File: src/design/mpa_pkg.sv
`default_nettype none

package mpa_pkg;

   // Sample buffer depth, also the largest window
   localparam int MAX_WINDOW   = 16;
   localparam int WIN_IDX_BITS = $clog2(MAX_WINDOW);
   localparam int OFFSET_BITS  = 4;

   // Defaults for the top level parameters
   localparam int MAX_ROW_DEFAULT     = 65536;
   localparam int SAMPLE_BITS_DEFAULT = 16;

   // Register file
   localparam int LENGTH_BITS    = 5;
   localparam int STEP_BITS      = 8;
   localparam int CSR_INDEX_BITS = 2;
   localparam int CSR_DATA_BITS  = 8;
   localparam logic [LENGTH_BITS-1:0] LENGTH_RESET = 5'd2;
   localparam logic [STEP_BITS-1:0]   STEP_RESET   = 8'd2;

   typedef enum logic [CSR_INDEX_BITS-1:0] {
      CSR_WINDOW_LENGTH = 2'd0,
      CSR_WINDOW_STEP   = 2'd1
   } csr_index_type;

   // Output counters and positions
   localparam int COUNT_BITS = 16;

   // Decoupling queue between front and back
   localparam int QUEUE_DEPTH = 4;

   // Classification of one accepted word, handed from front to back
   typedef struct packed {
      logic                    store;
      logic                    hit;
      logic                    eor;
      logic [COUNT_BITS-1:0]   start;
      logic [COUNT_BITS-1:0]   win_num;
      logic [WIN_IDX_BITS-1:0] len_m1;
      logic [WIN_IDX_BITS-1:0] wp;
   } ctrl_type;

   typedef enum logic [1:0] {
      BACK_IDLE,
      BACK_SCAN,
      BACK_DRAIN
   } back_state_type;

endpackage

`default_nettype wire

File: src/design/mpa_front.sv
`default_nettype none

module mpa_front #(
   parameter int MAX_ROW = mpa_pkg::MAX_ROW_DEFAULT
) (
   input  wire logic                               clock,
   input  wire logic                               reset,
   input  wire logic                               req_push,
   input  wire logic                               req_end_of_row,
   input  wire logic                               q_full,
   input  wire logic                               csr_valid,
   input  wire logic [mpa_pkg::CSR_INDEX_BITS-1:0] csr_index,
   input  wire logic [mpa_pkg::CSR_DATA_BITS-1:0]  csr_data,
   output logic                                    enq,
   output mpa_pkg::ctrl_type                       ctrl
);

   localparam int POS_BITS = $clog2(MAX_ROW) + 1;

   logic [mpa_pkg::LENGTH_BITS-1:0] length_ff;
   logic [mpa_pkg::STEP_BITS-1:0]   step_ff;
   logic [POS_BITS-1:0]             pos_ff, pos_in;
   logic [POS_BITS-1:0]             nws_ff, nws_in;
   logic [mpa_pkg::COUNT_BITS-1:0]  wdone_ff, wdone_in;

   logic [mpa_pkg::LENGTH_BITS-1:0] len;
   logic [mpa_pkg::STEP_BITS-1:0]   step;
   logic [POS_BITS:0]               target;
   logic                            in_range;
   logic                            hit;

   // Write configuration registers
   always_ff @(posedge clock) begin
      if (reset) begin
         length_ff <= mpa_pkg::LENGTH_RESET;
         step_ff   <= mpa_pkg::STEP_RESET;
      end else if (csr_valid) begin
         case (csr_index)
            mpa_pkg::CSR_WINDOW_LENGTH: length_ff <= csr_data[mpa_pkg::LENGTH_BITS-1:0];
            mpa_pkg::CSR_WINDOW_STEP:   step_ff   <= csr_data[mpa_pkg::STEP_BITS-1:0];
            default: ;
         endcase
      end
   end

   // Clamp length and step to their usable ranges
   always_comb begin
      if (length_ff == '0)
         len = mpa_pkg::LENGTH_BITS'(1);
      else if (length_ff > mpa_pkg::LENGTH_BITS'(mpa_pkg::MAX_WINDOW))
         len = mpa_pkg::LENGTH_BITS'(mpa_pkg::MAX_WINDOW);
      else
         len = length_ff;
      step = (step_ff == '0) ? mpa_pkg::STEP_BITS'(1) : step_ff;
   end

   // Classify the word: stored, and whether it closes a window
   assign enq      = req_push && !q_full;
   assign in_range = pos_ff < POS_BITS'(MAX_ROW);
   assign target   = {1'b0, nws_ff} + (POS_BITS + 1)'(len) - (POS_BITS + 1)'(1);
   assign hit      = in_range && ({1'b0, pos_ff} == target);

   always_comb begin
      ctrl.store   = in_range;
      ctrl.hit     = hit;
      ctrl.eor     = req_end_of_row;
      ctrl.start   = mpa_pkg::COUNT_BITS'(nws_ff);
      ctrl.win_num = wdone_ff;
      ctrl.len_m1  = mpa_pkg::WIN_IDX_BITS'(len - mpa_pkg::LENGTH_BITS'(1));
      ctrl.wp      = pos_ff[mpa_pkg::WIN_IDX_BITS-1:0];
   end

   // Advance row position, next window start and window count
   always_comb begin
      pos_in   = pos_ff;
      nws_in   = nws_ff;
      wdone_in = wdone_ff;
      if (enq) begin
         if (in_range)
            pos_in = pos_ff + POS_BITS'(1);
         if (hit) begin
            nws_in   = nws_ff + POS_BITS'(step);
            wdone_in = wdone_ff + mpa_pkg::COUNT_BITS'(1);
         end
         if (req_end_of_row) begin
            pos_in   = '0;
            nws_in   = '0;
            wdone_in = '0;
         end
      end
   end

   always_ff @(posedge clock) begin
      if (reset) begin
         pos_ff   <= '0;
         nws_ff   <= '0;
         wdone_ff <= '0;
      end else begin
         pos_ff   <= pos_in;
         nws_ff   <= nws_in;
         wdone_ff <= wdone_in;
      end
   end

endmodule

`default_nettype wire

File: src/design/mpa_queue.sv
`default_nettype none

module mpa_queue #(
   parameter int WIDTH = 8
) (
   input  wire logic             clock,
   input  wire logic             reset,
   input  wire logic             push,
   input  wire logic [WIDTH-1:0] din,
   input  wire logic             pop,
   output logic                  full,
   output logic                  empty,
   output logic [WIDTH-1:0]      dout
);

   localparam int PTR_BITS = $clog2(mpa_pkg::QUEUE_DEPTH);
   localparam int CNT_BITS = $clog2(mpa_pkg::QUEUE_DEPTH + 1);

   logic [WIDTH-1:0]    slot_ff [mpa_pkg::QUEUE_DEPTH];
   logic [PTR_BITS-1:0] wr_ptr_ff, rd_ptr_ff;
   logic [CNT_BITS-1:0] count_ff;
   logic                do_push, do_pop;

   assign full    = count_ff == CNT_BITS'(mpa_pkg::QUEUE_DEPTH);
   assign empty   = count_ff == '0;
   assign do_push = push && !full;
   assign do_pop  = pop && !empty;
   assign dout    = slot_ff[rd_ptr_ff];

   // Hold queued words
   always_ff @(posedge clock) begin
      if (do_push)
         slot_ff[wr_ptr_ff] <= din;
   end

   // Advance pointers and fill count
   always_ff @(posedge clock) begin
      if (reset) begin
         wr_ptr_ff <= '0;
         rd_ptr_ff <= '0;
         count_ff  <= '0;
      end else begin
         if (do_push)
            wr_ptr_ff <= wr_ptr_ff + PTR_BITS'(1);
         if (do_pop)
            rd_ptr_ff <= rd_ptr_ff + PTR_BITS'(1);
         if (do_push && !do_pop)
            count_ff <= count_ff + CNT_BITS'(1);
         else if (do_pop && !do_push)
            count_ff <= count_ff - CNT_BITS'(1);
      end
   end

endmodule

`default_nettype wire

File: src/design/mpa_back.sv
`default_nettype none

module mpa_back #(
   parameter int SAMPLE_BITS = mpa_pkg::SAMPLE_BITS_DEFAULT
) (
   input  wire logic                                 clock,
   input  wire logic                                 reset,
   input  wire logic                                 q_empty,
   input  wire mpa_pkg::ctrl_type                    q_ctrl,
   input  wire logic signed [SAMPLE_BITS-1:0]        q_sample,
   output logic                                      q_pop,
   input  wire logic                                 rsp_pop,
   output logic                                      rsp_empty,
   output logic signed [SAMPLE_BITS-1:0]             rsp_max_value,
   output logic [mpa_pkg::OFFSET_BITS-1:0]           rsp_max_offset,
   output logic [mpa_pkg::COUNT_BITS-1:0]            rsp_max_position,
   output logic [mpa_pkg::COUNT_BITS-1:0]            rsp_window_number,
   output logic                                      rsp_last_window
);

   localparam int IB = mpa_pkg::WIN_IDX_BITS;

   mpa_pkg::back_state_type state_ff, state_in;

   logic signed [SAMPLE_BITS-1:0] buf_mem [mpa_pkg::MAX_WINDOW];

   mpa_pkg::ctrl_type             job_ff, job_in;
   logic [IB-1:0]                 k_ff, k_in;
   logic [IB-1:0]                 rd_addr;
   logic signed [SAMPLE_BITS-1:0] rd_data_ff;
   logic                          rd_vld_ff;
   logic [IB-1:0]                 rd_off_ff;
   logic signed [SAMPLE_BITS-1:0] best_ff, best_in;
   logic [IB-1:0]                 best_off_ff, best_off_in;
   logic                          take;
   logic                          wr_en, issue, load_out, out_free;
   logic                          out_vld_ff;

   // Sample buffer: write on pop of a stored word, registered read for the scan
   assign rd_addr = job_ff.start[IB-1:0] + k_ff;

   always_ff @(posedge clock) begin
      if (wr_en)
         buf_mem[q_ctrl.wp] <= q_sample;
      rd_data_ff <= buf_mem[rd_addr];
   end

   // Sequence words: pop, scan the window, hand over the result
   always_comb begin
      state_in = state_ff;
      job_in   = job_ff;
      k_in     = k_ff;
      q_pop    = 1'b0;
      wr_en    = 1'b0;
      issue    = 1'b0;
      load_out = 1'b0;
      unique case (state_ff)
         mpa_pkg::BACK_IDLE: begin
            if (!q_empty) begin
               q_pop = 1'b1;
               wr_en = q_ctrl.store;
               if (q_ctrl.hit) begin
                  job_in   = q_ctrl;
                  k_in     = '0;
                  state_in = mpa_pkg::BACK_SCAN;
               end
            end
         end
         mpa_pkg::BACK_SCAN: begin
            issue = 1'b1;
            if (k_ff == job_ff.len_m1)
               state_in = mpa_pkg::BACK_DRAIN;
            else
               k_in = k_ff + IB'(1);
         end
         mpa_pkg::BACK_DRAIN: begin
            if (out_free) begin
               load_out = 1'b1;
               state_in = mpa_pkg::BACK_IDLE;
            end
         end
         default: state_in = mpa_pkg::BACK_IDLE;
      endcase
   end

   always_ff @(posedge clock) begin
      if (reset)
         state_ff <= mpa_pkg::BACK_IDLE;
      else
         state_ff <= state_in;
   end

   always_ff @(posedge clock) begin
      job_ff <= job_in;
      k_ff   <= k_in;
   end

   // Running maximum; a later sample wins only when strictly larger
   assign take        = rd_vld_ff && ((rd_off_ff == '0) || (rd_data_ff > best_ff));
   assign best_in     = take ? rd_data_ff : best_ff;
   assign best_off_in = take ? rd_off_ff : best_off_ff;

   always_ff @(posedge clock) begin
      if (reset)
         rd_vld_ff <= 1'b0;
      else
         rd_vld_ff <= issue;
      rd_off_ff   <= k_ff;
      best_ff     <= best_in;
      best_off_ff <= best_off_in;
   end

   // Result register
   assign out_free  = !out_vld_ff || rsp_pop;
   assign rsp_empty = !out_vld_ff;

   always_ff @(posedge clock) begin
      if (reset)
         out_vld_ff <= 1'b0;
      else if (load_out)
         out_vld_ff <= 1'b1;
      else if (rsp_pop)
         out_vld_ff <= 1'b0;
   end

   always_ff @(posedge clock) begin
      if (load_out) begin
         rsp_max_value     <= best_in;
         rsp_max_offset    <= mpa_pkg::OFFSET_BITS'(best_off_in);
         rsp_max_position  <= job_ff.start + mpa_pkg::COUNT_BITS'(best_off_in);
         rsp_window_number <= job_ff.win_num;
         rsp_last_window   <= job_ff.eor;
      end
   end

endmodule

`default_nettype wire

File: src/design/max_pool_1d_with_argmax_unit.sv
// One-dimensional max pooling with argmax over a stream of signed samples, one sample
// per word, end_of_row closing the row. A window of window_length samples (0 taken as 1,
// above 16 taken as 16) starts every window_step samples (0 taken as 1); the sample that
// closes a window yields its maximum, the offset and row position of the first maximal
// sample, the window number and whether it closed the row. Partial windows at the end of a
// row yield nothing, and samples at row positions MAX_ROW and beyond are dropped. The input
// side takes one word per cycle, while the queue is not full, into a four-word queue. The
// back end scans each window that a word closes through the single read port of its sample
// buffer, one sample per cycle, and pops no new word until that window's result is handed
// over. Registers must be written through the csr_ port only while the block is idle; the
// block itself does not enforce this. csr_ready is always high and unknown indexes are
// ignored.
`default_nettype none

module max_pool_1d_with_argmax_unit #(
   parameter int MAX_ROW     = mpa_pkg::MAX_ROW_DEFAULT,
   parameter int SAMPLE_BITS = mpa_pkg::SAMPLE_BITS_DEFAULT
) (
   input  wire logic                               clock,
   input  wire logic                               reset,
   input  wire logic                               req_push,
   output logic                                    req_full,
   input  wire logic signed [SAMPLE_BITS-1:0]      req_sample,
   input  wire logic                               req_end_of_row,
   output logic                                    rsp_empty,
   input  wire logic                               rsp_pop,
   output logic signed [SAMPLE_BITS-1:0]           rsp_max_value,
   output logic [mpa_pkg::OFFSET_BITS-1:0]         rsp_max_offset,
   output logic [mpa_pkg::COUNT_BITS-1:0]          rsp_max_position,
   output logic [mpa_pkg::COUNT_BITS-1:0]          rsp_window_number,
   output logic                                    rsp_last_window,
   input  wire logic                               csr_valid,
   output logic                                    csr_ready,
   input  wire logic [mpa_pkg::CSR_INDEX_BITS-1:0] csr_index,
   input  wire logic [mpa_pkg::CSR_DATA_BITS-1:0]  csr_data
);

   localparam int CTRL_BITS = $bits(mpa_pkg::ctrl_type);
   localparam int Q_WIDTH   = SAMPLE_BITS + CTRL_BITS;

   logic                          enq;
   mpa_pkg::ctrl_type             f_ctrl, q_ctrl;
   logic                          q_full, q_empty, q_pop;
   logic [Q_WIDTH-1:0]            q_din, q_dout;
   logic signed [SAMPLE_BITS-1:0] q_sample;

   assign csr_ready = 1'b1;
   assign req_full  = q_full;

   // Classify incoming words
   mpa_front #(
      .MAX_ROW (MAX_ROW)
   ) u_front (
      .clock          (clock),
      .reset          (reset),
      .req_push       (req_push),
      .req_end_of_row (req_end_of_row),
      .q_full         (q_full),
      .csr_valid      (csr_valid),
      .csr_index      (csr_index),
      .csr_data       (csr_data),
      .enq            (enq),
      .ctrl           (f_ctrl)
   );

   // Decouple front and back
   assign q_din    = {req_sample, f_ctrl};
   assign q_sample = q_dout[Q_WIDTH-1:CTRL_BITS];
   assign q_ctrl   = q_dout[CTRL_BITS-1:0];

   mpa_queue #(
      .WIDTH (Q_WIDTH)
   ) u_queue (
      .clock (clock),
      .reset (reset),
      .push  (enq),
      .din   (q_din),
      .pop   (q_pop),
      .full  (q_full),
      .empty (q_empty),
      .dout  (q_dout)
   );

   // Store samples, scan windows, deliver results
   mpa_back #(
      .SAMPLE_BITS (SAMPLE_BITS)
   ) u_back (
      .clock             (clock),
      .reset             (reset),
      .q_empty           (q_empty),
      .q_ctrl            (q_ctrl),
      .q_sample          (q_sample),
      .q_pop             (q_pop),
      .rsp_pop           (rsp_pop),
      .rsp_empty         (rsp_empty),
      .rsp_max_value     (rsp_max_value),
      .rsp_max_offset    (rsp_max_offset),
      .rsp_max_position  (rsp_max_position),
      .rsp_window_number (rsp_window_number),
      .rsp_last_window   (rsp_last_window)
   );

endmodule

`default_nettype wire

File: config.mk
export PLATFORM = sky130hd
export DESIGN_NAME = max_pool_1d_with_argmax_unit
export DESIGN_NICKNAME = d
export VERILOG_FILES = /design/src/design/mpa_pkg.sv /design/src/design/mpa_front.sv /design/src/design/mpa_queue.sv /design/src/design/mpa_back.sv /design/src/design/max_pool_1d_with_argmax_unit.sv
export SDC_FILE = /design/constraint.sdc
export NUM_CORES = 1
export LEC_CHECK = 0
export ABC_CLOCK_PERIOD_IN_PS = 5700
export BUFFER_PORTS_ARGS = -buffer_cell sky130_fd_sc_hd__buf_4
export CORE_ASPECT_RATIO = 1.1
export CORE_MARGIN = 2
export CORE_UTILIZATION = 62
export DETAILED_ROUTE_END_ITERATION = 10
export GPL_TIMING_DRIVEN = 1
export MAX_ROUTING_LAYER = met4
export PLACE_DENSITY_LB_ADDON = 0.3
export SLEW_MARGIN = 20
export SYNTH_ARGS = -nofsm -noshare
export SYNTH_HDL_FRONTEND = slang
export SYNTH_SLANG_ARGS = --single-unit
File: constraint.sdc
create_clock -name clock -period 5.7 [get_ports clock]
set_clock_uncertainty 0.15 [all_clocks]
set_input_delay 0.57 -clock clock [delete_from_list [all_inputs] [get_ports clock]]
set_output_delay 0.57 -clock clock [all_outputs]
set_load 0.01 [all_outputs]
==> reports/metrics.yaml <==
place:
  port-buffer-count: 86
  place.gp.congestion: 0.886
  place_hpwl_um: 36800
  place_ws_ns: 0.430
flow_run:
  max_cap_violations: 0
synthesis:
  synthTopCellsByArea: "edfxtp_1 62%, mux4_2 9.8%, dfxtp_1 8.2%"
  synth_fp_nets: 1777
  syn_area_um2: 28300
  synth_ff_type: "edfxtp_1"
  synth_common_cells: "586 x edfxtp_1, 123 x mux4_2, 116 x dfxtp_1, 84 x nor2_1, 73 x inv_1"
  yosys_register_bits: 702
  ys_seq_area_share_pct: 70.4
  synthArstFlopShare_pct: 0
  synthCells: 1672
  synth_area_leader_cell: "edfxtp_1"
  yosysWarnings: 0
  synth_edf_count: 586
  syn_avg_cell_area_um2: 16.9
  yosysTopAreaCellShare_pct: 62.2
  yosysUniqueCellTypes: 70
  synth_most_common_cell: "edfxtp_1"
floorplan:
  ios: 88
  initial_core_util_pct: 62.4
  die_y_um: 228
  core_um2: 45300
  die_w_um: 208
  num_rows: 82
  die_area_um2: 47300
status:
  outcome: "finished clean"
worst_setup_path:
  end_kind: "flip-flop"
  worst_setup_path_start_kind: "flip-flop"
  cp.required_ns: 6.05
  crit_path_max_fanout: 18
  ff2ff_setup_slack_ns: 0.38
  arrival_ns: 5.67
  crit_type: "reg -> reg"
  r2r_end: "u_front.nws_ff[14]$_SDFFE_PP0P_"
  rr_startpoint: "u_front.length_ff[1]$_SDFFE_PP1P_"
  reg2regPathDepth: 16
clocking:
  cts-root-buf: "clkbuf_16"
  cts.clk_slew.worst_paths_ns: 0.06
  cts_setup_buffers: 0
  cts_tree: "yes"
  htree_levels: 3
  clkSinkCount: 702
  cts_buffer_depth: 3
  cts.repair.resized: 0
  cts_buffers: 68
  clk_latency_ns: 0.60
  hold_buffers: 14
power_and_ir_drop:
  p_comb_share_pct: 28.8
  p_int_mw: 11.1
  p_per_area_nw_per_um2: 499
  power.total_mw: 16.0
  p_switching_mw: 4.90
  netSwitchingFraction_pct: 30.6
  max-vdd-ir-drop_v: 0.000354
  clkPwrFrac_pct: 27.3
  cellLeakagePower_nw: 11.2
  p_seq_share_pct: 43.9
sta:
  layout_setup_ws_ns: 0.379
  tightest_slew_ns: 1.06
  setup_viol: 0
  finalSetupTns_ns: 0
  fin_crit_ns: 5.32
  min_period_over_period_pct: 93.3
  slew_viol_final: 0
  grt_setup_unrepaired: "false"
  hold_viol: 0
  slew_headroom_pct: 29.3
  max_freq_mhz: 188
global_route:
  grtUsageTotal_pct: 27.2
  grt_overflow: 0
  grt_pass1_vias: 15765
  grt_start_max_net_pins: 54
  grt_pass1_wl_um: 93300
  antenna_found_initial: 1
drt:
  vias_per_cell: 6.26
  finalWirelength_um: 60800
  routedWlPerCell_um: 24.7
  drt.antenna.violating_nets: 0
  drt-initial-drc-count: 1567
  route.detailed.drc: 0
  drt_first_pass_iters: 5
  dr_total_vias: 15395
final_layout:
  fin_nets: 1919
  syn_to_final_growth_pct: 13.4
  final_layout_size_suffix_gt1_share_pct: 20.8
  fill_cells: 2775
min_path:
  hold_depth: 1
  hold_start: "req_sample[11]"
  hold_path_end: "u_queue.slot_ff[2][54]$_DFFE_PP_"
  min_path_type: "in -> reg"
-- kinds of logic (layout without fill, tap and decap cells) --
| logic type | Yosys count | count (layout) | share of synthesized area [%] |
|---|---|---|---|
| flip-flops | 702 | 702 | 70.4 |
| adder cells (fa/ha/maj) | 73 | 73 | 3.36 |
| AND/OR/NAND/NOR | 306 | 306 | 5.35 |
| AO/OA/AOI/OAI | 206 | 206 | 5.01 |
| buffers and inverters | 138 | 335 | 1.93 |
| multiplexers | 172 | 172 | 11.6 |
| XOR/XNOR | 74 | 74 | 2.32 |
| other | 1 | 2 | 0.0133 |
-- critical path: stages (launching register included) --
cell	delay (ns)
dfxtp_1	0.39
nor3_1	0.08
o21ai_0	0.51
ha_1	0.25
inv_1	0.05
ha_1	0.21
inv_1	0.08
fa_1	0.43
xnor2_1	0.14
a21oi_1	0.13
nand4_1	0.13
or4_1	0.53
or4_1	0.49
or4_1	0.53
buf_4	0.22
or2_1	0.52
o41ai_2	0.37
-- cells in the final DEF (no fill, tap or decap), types with 27 or more instances in the layout --
cell and count:
mux4_2 123, ha_1 67, edfxtp_1 586, inv_1 73, a211oi_1 27, nor2_1 84
dfxtp_1 114, mux2i_1 33, xnor2_1 44, a21oi_1 57, buf_4 122, clkbuf_16 72
xor2_1 27, nand2_1 68
-- final cells by class --
class                   count  area (um^2)  share of cell area [%]
repair buffers            137         1080                    3.36
clock buffers              90         1910                    5.95
well taps                 588          736                    2.29
multi-input cells         832         7880                    24.6
clock inverters            35          267                   0.831
flip-flops and latches    702        19900                    62.1
inverters                  73          274                   0.855
diodes                      1         2.50                 0.00780
-- registers in the layout, indices dropped and copies added, names as in the netlist, 5 cells and up, named ones only --
register                  cells
u_front.step_ff               8
u_back.best_ff               16
u_front.length_ff             5
u_queue.slot_ff             236
u_back.rsp_max_value         16
u_front.wdone_ff             16
u_back.rsp_window_number     16
u_back.rd_data_ff            16
u_back.rsp_max_position      16
u_front.pos_ff               17
u_back.job_ff                37
u_front.nws_ff               17
u_back.buf_mem              256
-- layer usage --
layer	global-route usage [%]	wire length, um	vias up	share of wire [%]
met5	-	0	-	0
li1	-	-	6805	-
met3	4.42	4700	124	7.7
met1	36.5	24700	7761	41
met2	42.4	29400	705	48
met4	10.8	1980	0	3.3
-- how the worst max path moves through the flow --
stage,slack (ns),depth (start not counted),to,startpoint
after global routing,0.04,16,u_front.nws_ff[10]$_SDFFE_PP0P_,u_front.length_ff[1]$_SDFFE_PP1P_
after CTS,0.39,16,u_front.nws_ff[14]$_SDFFE_PP0P_,u_front.length_ff[1]$_SDFFE_PP1P_
after global placement,0.63,16,u_front.nws_ff[14]$_SDFFE_PP0P_,u_front.length_ff[1]$_SDFFE_PP1P_
after detailed placement,0.43,16,u_front.nws_ff[14]$_SDFFE_PP0P_,u_front.length_ff[1]$_SDFFE_PP1P_
after floorplan,1.18,18,u_front.wdone_ff[9]$_SDFFE_PP0P_,u_front.length_ff[1]$_SDFFE_PP1P_
final,0.38,16,u_front.nws_ff[14]$_SDFFE_PP0P_,u_front.length_ff[1]$_SDFFE_PP1P_
-- per-stage QoR --
stage                     cell area (um^2)  cells  hold WS [ns]  util [%]
final                                32100   2458        0.0314      70.7
after global routing                 32100   2458        0.0203      70.7
after CTS                            32100   2457       0.00579      70.7
after detailed placement             29700   2318         0.258      65.6
after global placement               29700   2318         0.251      65.6
after floorplan                      28300   1672         0.250         -
-- power by group through the flow --
stage	logic, mW	registers [mW]	clock network (mW)
after floorplan	3.19	6.99	0
after global placement	4.40	7.07	0
after detailed placement	4.52	7.12	0
after CTS	4.61	7.03	4.43
after global routing	4.96	7.09	4.62
final	4.60	7.02	4.36
Note: power is estimated with default switching activity, not from simulation.
